==> src/rtl/sha256_pkg.sv <==
// ----------------------------------------------------------------------------
// SHA-256 stream hasher package
// Shared types, the controller state encoding, the command and status
// groups between controller and datapath, round constants and the
// SHA-256 mixing functions.
// ----------------------------------------------------------------------------
package sha256_pkg;

  typedef enum logic [3:0] {
    ST_IDLE,
    ST_ABSORB,
    ST_MARK,
    ST_PAD,
    ST_LOAD,
    ST_ROUND,
    ST_ADD,
    ST_FINISH
  } state_t;

  typedef struct packed {
    logic accept;      // latch a new request from the input channel
    logic absorb;      // move pending bytes into the block buffer
    logic load_mark;   // queue the 0x80 pad byte as pending bytes
    logic zero_tail;   // clear the rest of the block buffer
    logic pad_len;     // clear the rest and place the bit length
    logic sched_load;  // copy block and chaining value into the round logic
    logic round;       // run one compression round
    logic chain_add;   // fold the working variables into the chaining value
    logic emit;        // hand the digest to the output buffer and restart
  } cmd_t;

  typedef struct packed {
    logic block_full;  // the current absorb step completes the block
    logic fill_over;   // block holds more than 56 bytes
    logic round_last;  // the current round is the last one
    logic msg_last;    // the latched request ends the message
    logic out_busy;    // output buffer still holds digest words
  } status_t;

  localparam int unsigned BLOCK_BYTES = 64;
  localparam int unsigned BLOCK_WORDS = 16;
  localparam int unsigned DIGEST_WORDS = 8;
  localparam logic [5:0] LEN_OFFSET = 6'd56;
  localparam logic [31:0] PAD_MARK = 32'h8000_0000;

  localparam logic [31:0] INIT_HASH [DIGEST_WORDS] = '{
    32'h6a09e667, 32'hbb67ae85, 32'h3c6ef372, 32'ha54ff53a,
    32'h510e527f, 32'h9b05688c, 32'h1f83d9ab, 32'h5be0cd19
  };

  localparam logic [31:0] ROUND_K [64] = '{
    32'h428a2f98, 32'h71374491, 32'hb5c0fbcf, 32'he9b5dba5,
    32'h3956c25b, 32'h59f111f1, 32'h923f82a4, 32'hab1c5ed5,
    32'hd807aa98, 32'h12835b01, 32'h243185be, 32'h550c7dc3,
    32'h72be5d74, 32'h80deb1fe, 32'h9bdc06a7, 32'hc19bf174,
    32'he49b69c1, 32'hefbe4786, 32'h0fc19dc6, 32'h240ca1cc,
    32'h2de92c6f, 32'h4a7484aa, 32'h5cb0a9dc, 32'h76f988da,
    32'h983e5152, 32'ha831c66d, 32'hb00327c8, 32'hbf597fc7,
    32'hc6e00bf3, 32'hd5a79147, 32'h06ca6351, 32'h14292967,
    32'h27b70a85, 32'h2e1b2138, 32'h4d2c6dfc, 32'h53380d13,
    32'h650a7354, 32'h766a0abb, 32'h81c2c92e, 32'h92722c85,
    32'ha2bfe8a1, 32'ha81a664b, 32'hc24b8b70, 32'hc76c51a3,
    32'hd192e819, 32'hd6990624, 32'hf40e3585, 32'h106aa070,
    32'h19a4c116, 32'h1e376c08, 32'h2748774c, 32'h34b0bcb5,
    32'h391c0cb3, 32'h4ed8aa4a, 32'h5b9cca4f, 32'h682e6ff3,
    32'h748f82ee, 32'h78a5636f, 32'h84c87814, 32'h8cc70208,
    32'h90befffa, 32'ha4506ceb, 32'hbef9a3f7, 32'hc67178f2
  };

  function automatic logic [31:0] big_sigma0(input logic [31:0] x);
    return {x[1:0], x[31:2]} ^ {x[12:0], x[31:13]} ^ {x[21:0], x[31:22]};
  endfunction

  function automatic logic [31:0] big_sigma1(input logic [31:0] x);
    return {x[5:0], x[31:6]} ^ {x[10:0], x[31:11]} ^ {x[24:0], x[31:25]};
  endfunction

  function automatic logic [31:0] small_sigma0(input logic [31:0] x);
    return {x[6:0], x[31:7]} ^ {x[17:0], x[31:18]} ^ {3'b000, x[31:3]};
  endfunction

  function automatic logic [31:0] small_sigma1(input logic [31:0] x);
    return {x[16:0], x[31:17]} ^ {x[18:0], x[31:19]} ^ {10'b0, x[31:10]};
  endfunction

endpackage

==> src/rtl/sha256_stream_if.sv <==
// ----------------------------------------------------------------------------
// SHA-256 stream channels
// Valid/ready channels for message requests and digest words.
// ----------------------------------------------------------------------------
interface sha256_msg_if;
  logic        valid;
  logic        ready;
  logic [31:0] data_word;
  logic [2:0]  byte_count;
  logic        end_of_message;

  modport source (output valid, output data_word, output byte_count,
                  output end_of_message, input ready);
  modport sink (input valid, input data_word, input byte_count,
                input end_of_message, output ready);
endinterface

interface sha256_digest_if;
  logic        valid;
  logic        ready;
  logic [31:0] digest_word;
  logic [2:0]  word_index;
  logic        last_word;

  modport source (output valid, output digest_word, output word_index,
                  output last_word, input ready);
  modport sink (input valid, input digest_word, input word_index,
                input last_word, output ready);
endinterface

==> src/rtl/sha256_ctrl.sv <==
// ----------------------------------------------------------------------------
// SHA-256 controller
// Sequences request intake, byte absorption, padding, the 64 compression
// rounds and the digest handoff.
// ----------------------------------------------------------------------------
module sha256_ctrl (
  input  logic                 clk,
  input  logic                 rst,
  input  logic                 in_valid,
  output logic                 in_ready,
  input  sha256_pkg::status_t  status,
  output sha256_pkg::cmd_t     cmd
);

  sha256_pkg::state_t state, state_next;
  logic mark_done, mark_done_next;
  logic len_done, len_done_next;

  always_ff @(posedge clk) begin
    if (rst) begin
      state     <= sha256_pkg::ST_IDLE;
      mark_done <= 1'b0;
      len_done  <= 1'b0;
    end else begin
      state     <= state_next;
      mark_done <= mark_done_next;
      len_done  <= len_done_next;
    end
  end

  always_comb begin
    state_next     = state;
    mark_done_next = mark_done;
    len_done_next  = len_done;
    cmd            = '0;
    in_ready       = 1'b0;
    case (state)
      sha256_pkg::ST_IDLE: begin
        in_ready = 1'b1;
        if (in_valid) begin
          cmd.accept = 1'b1;
          state_next = sha256_pkg::ST_ABSORB;
        end
      end
      sha256_pkg::ST_ABSORB: begin
        cmd.absorb = 1'b1;
        if (status.block_full) begin
          state_next = sha256_pkg::ST_LOAD;
        end else if (!status.msg_last) begin
          state_next = sha256_pkg::ST_IDLE;
        end else if (!mark_done) begin
          state_next = sha256_pkg::ST_MARK;
        end else begin
          state_next = sha256_pkg::ST_PAD;
        end
      end
      sha256_pkg::ST_MARK: begin
        cmd.load_mark  = 1'b1;
        mark_done_next = 1'b1;
        state_next     = sha256_pkg::ST_ABSORB;
      end
      sha256_pkg::ST_PAD: begin
        // With no room for the length, the tail block goes out without it.
        if (status.fill_over) begin
          cmd.zero_tail = 1'b1;
        end else begin
          cmd.pad_len   = 1'b1;
          len_done_next = 1'b1;
        end
        state_next = sha256_pkg::ST_LOAD;
      end
      sha256_pkg::ST_LOAD: begin
        cmd.sched_load = 1'b1;
        state_next     = sha256_pkg::ST_ROUND;
      end
      sha256_pkg::ST_ROUND: begin
        cmd.round = 1'b1;
        if (status.round_last) begin
          state_next = sha256_pkg::ST_ADD;
        end
      end
      sha256_pkg::ST_ADD: begin
        cmd.chain_add = 1'b1;
        state_next    = len_done ? sha256_pkg::ST_FINISH : sha256_pkg::ST_ABSORB;
      end
      sha256_pkg::ST_FINISH: begin
        if (!status.out_busy) begin
          cmd.emit       = 1'b1;
          mark_done_next = 1'b0;
          len_done_next  = 1'b0;
          state_next     = sha256_pkg::ST_IDLE;
        end
      end
      default: begin
        state_next = sha256_pkg::ST_IDLE;
      end
    endcase
  end

endmodule

==> src/rtl/sha256_dp.sv <==
// ----------------------------------------------------------------------------
// SHA-256 datapath
// Block buffer with byte placement, message length, message schedule,
// round logic, chaining value and the digest output buffer.
// ----------------------------------------------------------------------------
module sha256_dp (
  input  logic                 clk,
  input  logic                 rst,
  input  sha256_pkg::cmd_t     cmd,
  output sha256_pkg::status_t  status,
  input  logic [31:0]          data_word,
  input  logic [2:0]           byte_count,
  input  logic                 end_of_message,
  output logic                 out_valid,
  input  logic                 out_ready,
  output logic [31:0]          digest_word,
  output logic [2:0]           word_index,
  output logic                 last_word
);

  // Request bytes not yet placed, left-aligned.
  logic [31:0] pend_word;
  logic [2:0]  pend_count;
  logic        msg_last;

  logic [5:0]  fill;
  logic [63:0] msg_bits;
  logic [31:0] blk [sha256_pkg::BLOCK_WORDS];
  logic [31:0] blk_next [sha256_pkg::BLOCK_WORDS];

  logic [2:0]  clamp_count;
  logic [6:0]  room;
  logic [2:0]  take;
  logic [6:0]  fill_sum;

  logic [31:0] sched [sha256_pkg::BLOCK_WORDS];
  logic [31:0] sched_new;
  logic [5:0]  rnd;
  logic [31:0] wa, wb, wc, wd, we, wf, wg, wh;
  logic [31:0] t1, t2;
  logic [31:0] chain [sha256_pkg::DIGEST_WORDS];

  logic [31:0] obuf [sha256_pkg::DIGEST_WORDS];
  logic [2:0]  oidx;
  logic        obusy;

  assign clamp_count = (byte_count > 3'd4) ? 3'd4 : byte_count;
  assign room        = 7'd64 - {1'b0, fill};
  assign take        = ({4'b0, pend_count} < room) ? pend_count : room[2:0];
  assign fill_sum    = {1'b0, fill} + {4'b0, take};

  assign status.block_full = fill_sum[6];
  assign status.fill_over  = (fill > sha256_pkg::LEN_OFFSET);
  assign status.round_last = (rnd == 6'd63);
  assign status.msg_last   = msg_last;
  assign status.out_busy   = obusy;

  // Request intake and pending bytes.
  always_ff @(posedge clk) begin
    if (rst) begin
      pend_count <= 3'd0;
      msg_last   <= 1'b0;
      msg_bits   <= 64'd0;
    end else begin
      if (cmd.accept) begin
        pend_word  <= data_word;
        pend_count <= clamp_count;
        msg_last   <= end_of_message;
        msg_bits   <= msg_bits + {58'd0, clamp_count, 3'b000};
      end else if (cmd.load_mark) begin
        pend_word  <= sha256_pkg::PAD_MARK;
        pend_count <= 3'd1;
      end else if (cmd.absorb) begin
        pend_word  <= pend_word << {take, 3'b000};
        pend_count <= pend_count - take;
      end else if (cmd.emit) begin
        msg_last <= 1'b0;
        msg_bits <= 64'd0;
      end
    end
  end

  always_ff @(posedge clk) begin
    if (rst) begin
      fill <= 6'd0;
    end else if (cmd.absorb) begin
      fill <= fill_sum[5:0];
    end else if (cmd.zero_tail || cmd.pad_len || cmd.emit) begin
      fill <= 6'd0;
    end
  end

  // Byte placement into the block buffer.
  always_comb begin
    logic [5:0] off;
    blk_next = blk;
    for (int p = 0; p < sha256_pkg::BLOCK_BYTES; p++) begin
      off = 6'(p) - fill;
      if (cmd.absorb && (off < {3'b0, take})) begin
        blk_next[p / 4][31 - 8 * (p % 4) -: 8] = pend_word[{2'd3 - off[1:0], 3'b000} +: 8];
      end else if ((cmd.zero_tail || cmd.pad_len) && (6'(p) >= fill)) begin
        blk_next[p / 4][31 - 8 * (p % 4) -: 8] = 8'h00;
      end
    end
    if (cmd.pad_len) begin
      blk_next[14] = msg_bits[63:32];
      blk_next[15] = msg_bits[31:0];
    end
  end

  always_ff @(posedge clk) begin
    blk <= blk_next;
  end

  // Message schedule as a sixteen-word shift line.
  assign sched_new = sched[0] + sha256_pkg::small_sigma0(sched[1]) + sched[9]
                   + sha256_pkg::small_sigma1(sched[14]);

  always_ff @(posedge clk) begin
    if (cmd.sched_load) begin
      sched <= blk;
    end else if (cmd.round) begin
      for (int i = 0; i < sha256_pkg::BLOCK_WORDS - 1; i++) begin
        sched[i] <= sched[i + 1];
      end
      sched[sha256_pkg::BLOCK_WORDS - 1] <= sched_new;
    end
  end

  assign t1 = wh + sha256_pkg::big_sigma1(we) + ((we & wf) ^ (~we & wg))
            + sha256_pkg::ROUND_K[rnd] + sched[0];
  assign t2 = sha256_pkg::big_sigma0(wa) + ((wa & wb) ^ (wa & wc) ^ (wb & wc));

  always_ff @(posedge clk) begin
    if (rst) begin
      rnd <= 6'd0;
    end else if (cmd.sched_load) begin
      rnd <= 6'd0;
    end else if (cmd.round) begin
      rnd <= rnd + 6'd1;
    end
  end

  always_ff @(posedge clk) begin
    if (cmd.sched_load) begin
      wa <= chain[0]; wb <= chain[1]; wc <= chain[2]; wd <= chain[3];
      we <= chain[4]; wf <= chain[5]; wg <= chain[6]; wh <= chain[7];
    end else if (cmd.round) begin
      wh <= wg; wg <= wf; wf <= we; we <= wd + t1;
      wd <= wc; wc <= wb; wb <= wa; wa <= t1 + t2;
    end
  end

  always_ff @(posedge clk) begin
    if (rst || cmd.emit) begin
      chain <= sha256_pkg::INIT_HASH;
    end else if (cmd.chain_add) begin
      chain[0] <= chain[0] + wa; chain[1] <= chain[1] + wb;
      chain[2] <= chain[2] + wc; chain[3] <= chain[3] + wd;
      chain[4] <= chain[4] + we; chain[5] <= chain[5] + wf;
      chain[6] <= chain[6] + wg; chain[7] <= chain[7] + wh;
    end
  end

  // Digest output buffer; it drains on its own while the next message runs.
  always_ff @(posedge clk) begin
    if (rst) begin
      obusy <= 1'b0;
      oidx  <= 3'd0;
    end else if (cmd.emit) begin
      obusy <= 1'b1;
      oidx  <= 3'd0;
    end else if (obusy && out_ready) begin
      oidx <= oidx + 3'd1;
      if (oidx == 3'd7) begin
        obusy <= 1'b0;
      end
    end
  end

  always_ff @(posedge clk) begin
    if (cmd.emit) begin
      obuf <= chain;
    end else if (obusy && out_ready) begin
      for (int i = 0; i < sha256_pkg::DIGEST_WORDS - 1; i++) begin
        obuf[i] <= obuf[i + 1];
      end
    end
  end

  assign out_valid   = obusy;
  assign digest_word = obuf[0];
  assign word_index  = oidx;
  assign last_word   = (oidx == 3'd7);

endmodule

==> src/rtl/sha256_stream_hasher.sv <==
// ----------------------------------------------------------------------------
// SHA-256 stream hasher
// Hashes a byte message with SHA-256 and returns the digest as eight words.
//
// msg carries one request of up to four bytes, first byte in bits 31:24,
// with byte_count valid bytes (counts above four act as four) and
// end_of_message on the final request. digest returns eight 32-bit words,
// word_index 0 first, last_word set on the eighth.
// A non-final request that does not finish a 64-byte block is absorbed and the
// controller returns to idle. One that completes a block then loads the
// schedule, runs 64 rounds on one round unit, folds in the chaining value
// and places any bytes left over. The final request adds padding and one
// or two more compressions before the digest goes to the output buffer.
// After reset the chaining value holds the SHA-256 initial value and no
// bytes are buffered. Digest words sit in an output buffer, so a stalled
// receiver does not hold up the next message; only a second digest that
// finishes before the first has drained waits for the buffer.
// ----------------------------------------------------------------------------
module sha256_stream_hasher (
  input  logic            clk,
  input  logic            rst,
  sha256_msg_if.sink      msg,
  sha256_digest_if.source digest
);

  sha256_pkg::cmd_t    cmd;
  sha256_pkg::status_t status;

  sha256_ctrl u_ctrl (
    .clk      (clk),
    .rst      (rst),
    .in_valid (msg.valid),
    .in_ready (msg.ready),
    .status   (status),
    .cmd      (cmd)
  );

  sha256_dp u_dp (
    .clk            (clk),
    .rst            (rst),
    .cmd            (cmd),
    .status         (status),
    .data_word      (msg.data_word),
    .byte_count     (msg.byte_count),
    .end_of_message (msg.end_of_message),
    .out_valid      (digest.valid),
    .out_ready      (digest.ready),
    .digest_word    (digest.digest_word),
    .word_index     (digest.word_index),
    .last_word      (digest.last_word)
  );

endmodule

==> src/flat_wrapper.sv <==
// flat-port wrapper written by rule: the top's interface ports become plain ports
module sha256_stream_hasher_flat 
  (clk, rst, msg_valid, msg_data_word, msg_byte_count, msg_end_of_message, msg_ready, digest_valid, digest_digest_word, digest_word_index, digest_last_word, digest_ready);
  sha256_msg_if msg_i ();
  sha256_digest_if digest_i ();
  input  logic clk;
  input  logic rst;
  input wire logic [$bits(msg_i.valid)-1:0] msg_valid;
  input wire logic [$bits(msg_i.data_word)-1:0] msg_data_word;
  input wire logic [$bits(msg_i.byte_count)-1:0] msg_byte_count;
  input wire logic [$bits(msg_i.end_of_message)-1:0] msg_end_of_message;
  output wire logic [$bits(msg_i.ready)-1:0] msg_ready;
  output wire logic [$bits(digest_i.valid)-1:0] digest_valid;
  output wire logic [$bits(digest_i.digest_word)-1:0] digest_digest_word;
  output wire logic [$bits(digest_i.word_index)-1:0] digest_word_index;
  output wire logic [$bits(digest_i.last_word)-1:0] digest_last_word;
  input wire logic [$bits(digest_i.ready)-1:0] digest_ready;
  assign msg_i.valid = msg_valid;
  assign msg_i.data_word = msg_data_word;
  assign msg_i.byte_count = msg_byte_count;
  assign msg_i.end_of_message = msg_end_of_message;
  assign msg_ready = msg_i.ready;
  assign digest_valid = digest_i.valid;
  assign digest_digest_word = digest_i.digest_word;
  assign digest_word_index = digest_i.word_index;
  assign digest_last_word = digest_i.last_word;
  assign digest_i.ready = digest_ready;
  sha256_stream_hasher u_core (.clk(clk), .rst(rst), .msg(msg_i), .digest(digest_i));
endmodule
==> config.mk <==
export PLATFORM = sky130hd
export DESIGN_NAME = sha256_stream_hasher_flat
export DESIGN_NICKNAME = d
export VERILOG_FILES = /design/src/rtl/sha256_pkg.sv /design/src/rtl/sha256_stream_if.sv /design/src/rtl/sha256_ctrl.sv /design/src/rtl/sha256_dp.sv /design/src/rtl/sha256_stream_hasher.sv /design/src/flat_wrapper.sv
export SDC_FILE = /design/constraint.sdc
export NUM_CORES = 2
export LEC_CHECK = 0
export BUFFER_PORTS_ARGS = -buffer_cell sky130_fd_sc_hd__buf_4
export CORE_MARGIN = 1
export CORE_UTILIZATION = 58
export DETAILED_ROUTE_END_ITERATION = 8
export HOLD_SLACK_MARGIN = 0.06
export PLACE_DENSITY_LB_ADDON = 0.05
export RECOVER_POWER = 100
export SYNTH_ARGS = -nofsm -noshare
export SYNTH_HDL_FRONTEND = slang
export SYNTH_SLANG_ARGS = --single-unit
==> constraint.sdc <==
create_clock -name clk -period 21.4 [get_ports clk]
set_input_delay 5.35 -clock clk [delete_from_list [all_inputs] [get_ports clk]]
set_output_delay 5.35 -clock clk [all_outputs]
set_load 0.01 [all_outputs]
; Word-level counts from Yosys, hierarchy flattened
; Memory sizes are Yosys's and may differ from the RTL's.
; Index checks and enable logic that the tools add are counted.
[totals]
elab_cells = 909
regBits = 1914
input_bits = 40
n_memories = 1
romBits = 2048
out_inout_bits = 38
[op_classes]
bitwise_logic = 19
n_eq_ne = 15
reduce_logical = 213
shifts = 65
muxes = 197
n_addsub = 152
n_lt_le_gt_ge = 132
[mem_list]
columns = name, depth, word_bits, read_ports, rd_ports_with_merged_regs, wr, line_no
row1 = (name not given), 64, 32, 1, 0, 0, sha256_dp.sv:131  ; + sha256_pkg::ROUND_K[rnd] + sched[0];
[op_table]
columns = operator, n
row1 = 32-bit by 6-bit variable part select with 8-bit output, 64
row2 = 512-bit two-way mux, 2
row3 = 8-bit two-way mux, 128
row4 = 32-bit two-way mux, 21
row5 = 32-bit adder, 18
row6 = 224-bit two-way mux, 2
row7 = 6-bit by 3-bit < comparator with 1-bit output, 64
row8 = 64-bit two-way mux, 5
row9 = 32-bit XOR, 9
row10 = "6-bit greater-or-equal comparator, first input constant", 32
row11 = "6-bit subtractor, first input constant", 32
row12 = 32-bit bitwise AND, 5
row13 = 1-bit logical AND, 129
row14 = "2-bit subtractor, first input constant", 64
row15 = 2-bit nonzero test, 63
row16 = "5-bit by 6-bit greater-or-equal comparator with 1-bit output, first input constant", 16
row17 = "5-bit by 6-bit subtractor with 6-bit output, first input constant", 16
row18 = 64-bit by 6-bit adder with 64-bit output, 1
row19 = "4-bit by 6-bit greater-or-equal comparator with 1-bit output, first input constant", 8
row20 = "4-bit by 6-bit subtractor with 6-bit output, first input constant", 8
row21 = 32-bit NOT, 1
row22 = 4-bit case mux with 8 select lines, 1
row23 = 32-bit by 6-bit left shift with 32-bit output, 1
row24 = 32-bit by 22-bit XOR with 32-bit output, 1
row25 = 37 further kinds, 102

; Longest topological paths before layout
[depth]
word_depth = 9
ltp_mapped = 36

; Hierarchy
; A second synthesis with hierarchy kept.
[hier_totals]
hier_cells = 9416
area_unflattened_um2 = 106588.5
[modules_own_cells]
columns = module, cells_per_inst, area_each_um2, n_inst
row1 = sha256_dp, 9368, 106230.6, 1
row2 = sha256_ctrl, 48, 357.8, 1

; Worst setup path after synthesis
; Ideal clock, no wire load.
[synth_timing]
kind = register to register
startpoint = reg u_core.u_ctrl.state[1]
endpoint = reg u_core.u_dp.sched[0] (netlist name), enable pin
setup_time_ns = 5.980
path_slack_ns = 0.900
path_stages_with_launch = 4
synth_period_minus_slack_ns = 20.500
t_required_ns = 15.420
arrival_ns = 14.520
path_buffers = 1
cell_sequence = dfxtp_1 buf_2 nand2b_1 clkinv_1
[synth_via]
elab_chain_cells = 3
word_cells_on_any_way = 5
cone_classes = eq/ne (2) / mux (2) / reduce/logical (1)
[synth_lines]
columns = element, line_no
row1 = start: declaration, sha256_ctrl.sv:15  ; sha256_pkg::state_t state, state_next;
row2 = start signal: assignment, sha256_ctrl.sv:21  ; state <= sha256_pkg::ST_IDLE;
row3 = start signal: assignment, sha256_ctrl.sv:25  ; state <= state_next;
row4 = 4-bit by 3-bit equality test with 1-bit output, sha256_ctrl.sv:37  ; case (state)
row5 = 1-bit two-way mux, sha256_ctrl.sv:37
row6 = 2-bit nonzero test (no source line) (*), n/a
row7 = end signal: assignment, sha256_dp.sv:121  ; sched <= blk;
row8 = end signal: indexed assignment, sha256_dp.sv:124  ; sched[i] <= sched[i + 1];
row9 = end signal: indexed assignment, sha256_dp.sv:126  ; sched[sha256_pkg::BLOCK_WORDS - 1] <= sched_new;
row10 = end: declaration, sha256_dp.sv:36  ; logic [31:0] sched [sha256_pkg::BLOCK_WORDS];
; Every way passes the cells marked *; elsewhere a longest branch is shown, timed or not.
; A chain may end at the register's enable or synchronous reset.

; Worst setup path after layout
[layout_timing]
startpoint = reg u_core.u_ctrl.state[1]
endpoint = reg u_core.u_dp.sched[442] (netlist name), data pin
[layout_via]
elab_chain_cells = 3
[layout_lines]
columns = element, line_no
row1 = 4-bit by 3-bit equality test with 1-bit output, sha256_ctrl.sv:37
row2 = 1-bit two-way mux, sha256_ctrl.sv:37
row3 = 512-bit two-way mux, sha256_dp.sv:120  ; if (cmd.sched_load) begin
; No other way between the ends.

==> flow_metrics.env <==
export IMPL_port_buffer_count=77
export IMPL_gp_congestion=0.999
export IMPL_numClockSinks=1910
export IMPL_dp_worst_setup_slack_ns=11.57
export IMPL_grt_total_usage=0.359
export IMPL_yosysSeqAreaShare=0.509
export IMPL_powerDensity_nw_per_um2=69.2
export IMPL_crit_path_end_kind="flop"
export IMPL_ioPinCount=78
export IMPL_synth_flop_cell="edfxtp_1"
export IMPL_synth_area_per_cell_um2=9.54
export IMPL_max_cap_violations=50
export IMPL_p_int_mw=6.08
export IMPL_grt_setup_unrepaired="no"
export IMPL_numCtsBuffers=199
export IMPL_clock_power_share=0.442
export IMPL_route_detailed_drc=0
export IMPL_slew_headroom=-2.20
export IMPL_synth_edff_count=1568
export IMPL_startpoint_type="flop"
export IMPL_worstSkewPairLatency_ns=0.91
export IMPL_postCtsSetupRepairBufs=0
export IMPL_vdd_drop_max_uv=88.0
export IMPL_seq_power_share=0.507
export IMPL_reg2reg_depth=7
export IMPL_dieArea_um2=185000
export IMPL_drt_pre_antenna_iters=8
export IMPL_grt_first_pass_wirelength_mm=496
export IMPL_drt_wl_total_mm=335
export IMPL_slowest_delay_ns=4.42
export IMPL_drv_slew=2624
export IMPL_crit_chain="nand2b_1 -> clkinvlp_2 -> nand2_1 -> clkbuf_1 -> buf_4 -> nand2_1 -> nand2_1"
export IMPL_worst_ep_arrival_time_ns=15.01
export IMPL_worst_setup_path_type="reg2reg"
export IMPL_switching_share=0.234
export IMPL_die_y_um=430
export IMPL_combPwrFrac=0.051
export IMPL_status="complete, but fails checks"
export IMPL_drtAntennaViolNets=0
export IMPL_routedWlPerCell_um=24.9
export IMPL_p_leak_nw=45.7
export IMPL_r2r_setup_slack_ns=7.14
export IMPL_clk_pin_slew_ns=0.07
export IMPL_worstMarginPinSlew_ns=4.81
export IMPL_area_delta_synth_final_pct=8.19
export IMPL_clk_path_buf_depth=3
export IMPL_synth_top_area_share=0.444
export IMPL_violations="max-capacitance violations, max-slew violations"
export IMPL_min_from="u_core.u_dp.blk[0]$_SDFFCE_PP0P_"
export IMPL_antenna_found_initial=7
export IMPL_synth_warnings=0
export IMPL_drive_above_1_share=0.0495
export IMPL_setup_tns_ns=0
export IMPL_start_util=0.585
export IMPL_setup_slack_ns=7.14
export IMPL_r2r_end="u_core.u_dp.sched[442]$_DFFE_PP_"
export IMPL_rows=156
export IMPL_synthCells=11100
export IMPL_period_share=0.666
export IMPL_place_area_um2=109000
export IMPL_synthesis_area_um2=106000
export IMPL_design_area_um2=115000
export IMPL_cts_tree="built"
export IMPL_viasPerCell=6.07
export IMPL_reg2reg_from="u_core.u_ctrl.state[1]$_SDFFE_PP0P_"
export IMPL_synth_seq_cells=1910
export IMPL_synth_area_leader_cell="edfxtp_1"
export IMPL_p_switching_mw=1.85
export IMPL_die_w_um=430
export IMPL_min_path_cells=2
export IMPL_fmax_mhz=70.2
export IMPL_setup_viol=0
export IMPL_syn_nets=11800
export IMPL_grt_max_degree=183
export IMPL_drtIter0Drc=9259
export IMPL_min_path_type="reg2reg"
export IMPL_grt_overflow=0
export IMPL_synth_area_leaders="edfxtp_1 44%, nand2_1 12%, dfxtp_1 6.5%"
export IMPL_min_to="u_core.u_dp.sched[0]$_DFFE_PP_"
export IMPL_grt_pass1_vias=77700
export IMPL_hpwlAfterDp_mm=238
export IMPL_ctsRootBufferMaster="clkbuf_16"
export IMPL_finClkSkew_ns=0.0797
export IMPL_core_um2=181000
export IMPL_holdBufCountCts=0
export IMPL_via_count=81800
export IMPL_cp_required_ns=22.15
export IMPL_period_needed_ns=14.26
export IMPL_cts_max_level=4
export IMPL_cts_resized=0
export IMPL_hold_violations=0
export IMPL_ys_types=94
export IMPL_path_max_fanout=98
export IMPL_crit_top_cell="nand2_1"
export IMPL_synth_async_reset_ratio=0
export IMPL_slowest_stage="nand2_1"
export IMPL_nets=11600
==> synth_stat cells, types with 62 or more instances <==
| master | instances |
|---|---|
| buf_1 | 62 |
| fa_1 | 199 |
| clkbuf_1 | 502 |
| inv_1 | 368 |
| nor2_1 | 911 |
| ha_1 | 432 |
| o21a_1 | 67 |
| dfxtp_1 | 342 |
| o211ai_1 | 109 |
| xor2_1 | 208 |
| a21o_1 | 184 |
| a21oi_1 | 634 |
| edfxtp_1 | 1568 |
| nor3_1 | 88 |
| nor2b_1 | 65 |
| a211oi_1 | 74 |
| o21ai_0 | 467 |
| nand2b_1 | 78 |
| nand3_1 | 125 |
| xnor2_1 | 442 |
| nand2_1 | 3373 |
==> layout by cell type (no fill, tap or decap), types with 28 or more instances in the layout <==
cell type / n
ha_1: 432
o21bai_1: 45
and3_1: 39
mux2_2: 61
a21o_1: 184
clkinv_2: 30
a21oi_1: 634
nand4_1: 37
nor2_1: 910
xnor2_1: 442
xor2_1: 208
buf_4: 119
maj3_1: 30
clkinv_1: 33
nand2_1: 3372
a31oi_1: 46
o21a_1: 67
nor2b_1: 65
fa_1: 199
a211oi_1: 74
nand2b_1: 78
nor3_1: 87
inv_1: 367
edfxtp_1: 1568
o211ai_1: 109
or3_1: 47
a22oi_1: 28
clkbuf_16: 200
mux2i_1: 57
nand3_1: 125
dfxtp_1: 335
clkbuf_1: 157
o21ai_0: 465
==> kinds of logic after synthesis <==
group,count (synthesis),synth area share
flops,1910,0.509
fa+ha+maj,661,0.0914
compound gates,1904,0.110
mux,124,0.0131
buf+inv,979,0.0360
simple gates,4889,0.187
xor+xnor,651,0.0539
==> power groups by stage <==
| stage | logic, mW | registers, mW | clock network, mW |
|---|---|---|---|
| 4_1_cts | 0.403 | 4.02 | 3.53 |
| 3_3_place_gp | 0.394 | 4.10 | 0 |
| 6_report | 0.408 | 4.02 | 3.51 |
| 2_1_floorplan | 0.233 | 4.09 | 0 |
| 3_5_place_dp | 0.400 | 4.10 | 0 |
| 5_1_grt | 0.433 | 4.02 | 3.66 |
==> worst max-delay path: cells and delay by family, from the launching register on <==
kind / cells / cell delay (ns)
AND/OR/NAND/NOR: 4 / 5.12
buffers and inverters: 3 / 7.95
flip-flops: 1 / 0.76
==> per-stage QoR <==
| step | util | power (mW) | cells | hold slack [ns] |
|---|---|---|---|---|
| after CTS | 0.636 | 7.95 | 13500 | 0.457 |
| after global placement | 0.599 | 4.49 | 13100 | 0.464 |
| after global routing | 0.633 | 8.11 | 13500 | 0.468 |
| after detailed placement | 0.599 | 4.50 | 13100 | 0.474 |
| final | 0.633 | 7.93 | 13500 | 0.450 |
| after floorplan | - | 4.33 | 11100 | 0.451 |
==> per-layer routing <==
| layer | up-vias | global-route usage | routed length [um] |
|---|---|---|---|
| li1 | 37600 | - | - |
| met1 | 39800 | 0.496 | 138000 |
| met2 | 3668 | 0.561 | 151000 |
| met3 | 694 | 0.0660 | 30700 |
| met4 | 0 | 0.141 | 14800 |
| met5 | - | 0 | 0 |
==> state kept, by name, indices dropped and copies added, names as in the netlist, 61 cells and up <==
signal	flops
u_core.u_dp.obuf	224
u_core.u_dp.chain	256
u_core.u_dp.sched	512
u_core.u_dp.msg_bits	61
u_core.u_dp.blk	512
==> area by class of cell <==
type                       instances  area [um2]
inverter                         375        1410
tap                             2370        2970
sequential                      1910       53900
clock inverter                    99        1170
multi-input combinational       8229       48500
antenna                            3        7.51
fill                           15100       66400
timing repair buffer             221        1310
clock buffer                     272        5430
==> how the worst max path moves through the flow <==
stage                                        start                                to  slack [ns]  cells past startpoint
2_1_floorplan  u_core.u_ctrl.state[1]$_SDFFE_PP0P_    u_core.u_dp.sched[0]$_DFFE_PP_        0.90                      3
3_3_place_gp       u_core.u_dp.rnd[0]$_SDFFE_PP0P_      u_core.u_dp.wa[31]$_DFFE_PP_       11.54                     33
3_5_place_dp       u_core.u_dp.rnd[0]$_SDFFE_PP0P_      u_core.u_dp.wa[31]$_DFFE_PP_       11.57                     33
4_1_cts            u_core.u_dp.rnd[0]$_SDFFE_PP0P_      u_core.u_dp.wa[31]$_DFFE_PP_       11.53                     33
5_1_grt        u_core.u_ctrl.state[1]$_SDFFE_PP0P_  u_core.u_dp.sched[280]$_DFFE_PP_        5.96                      7
6_report       u_core.u_ctrl.state[1]$_SDFFE_PP0P_  u_core.u_dp.sched[442]$_DFFE_PP_        7.14                      7
Note: power is estimated with default switching activity, not from simulation.
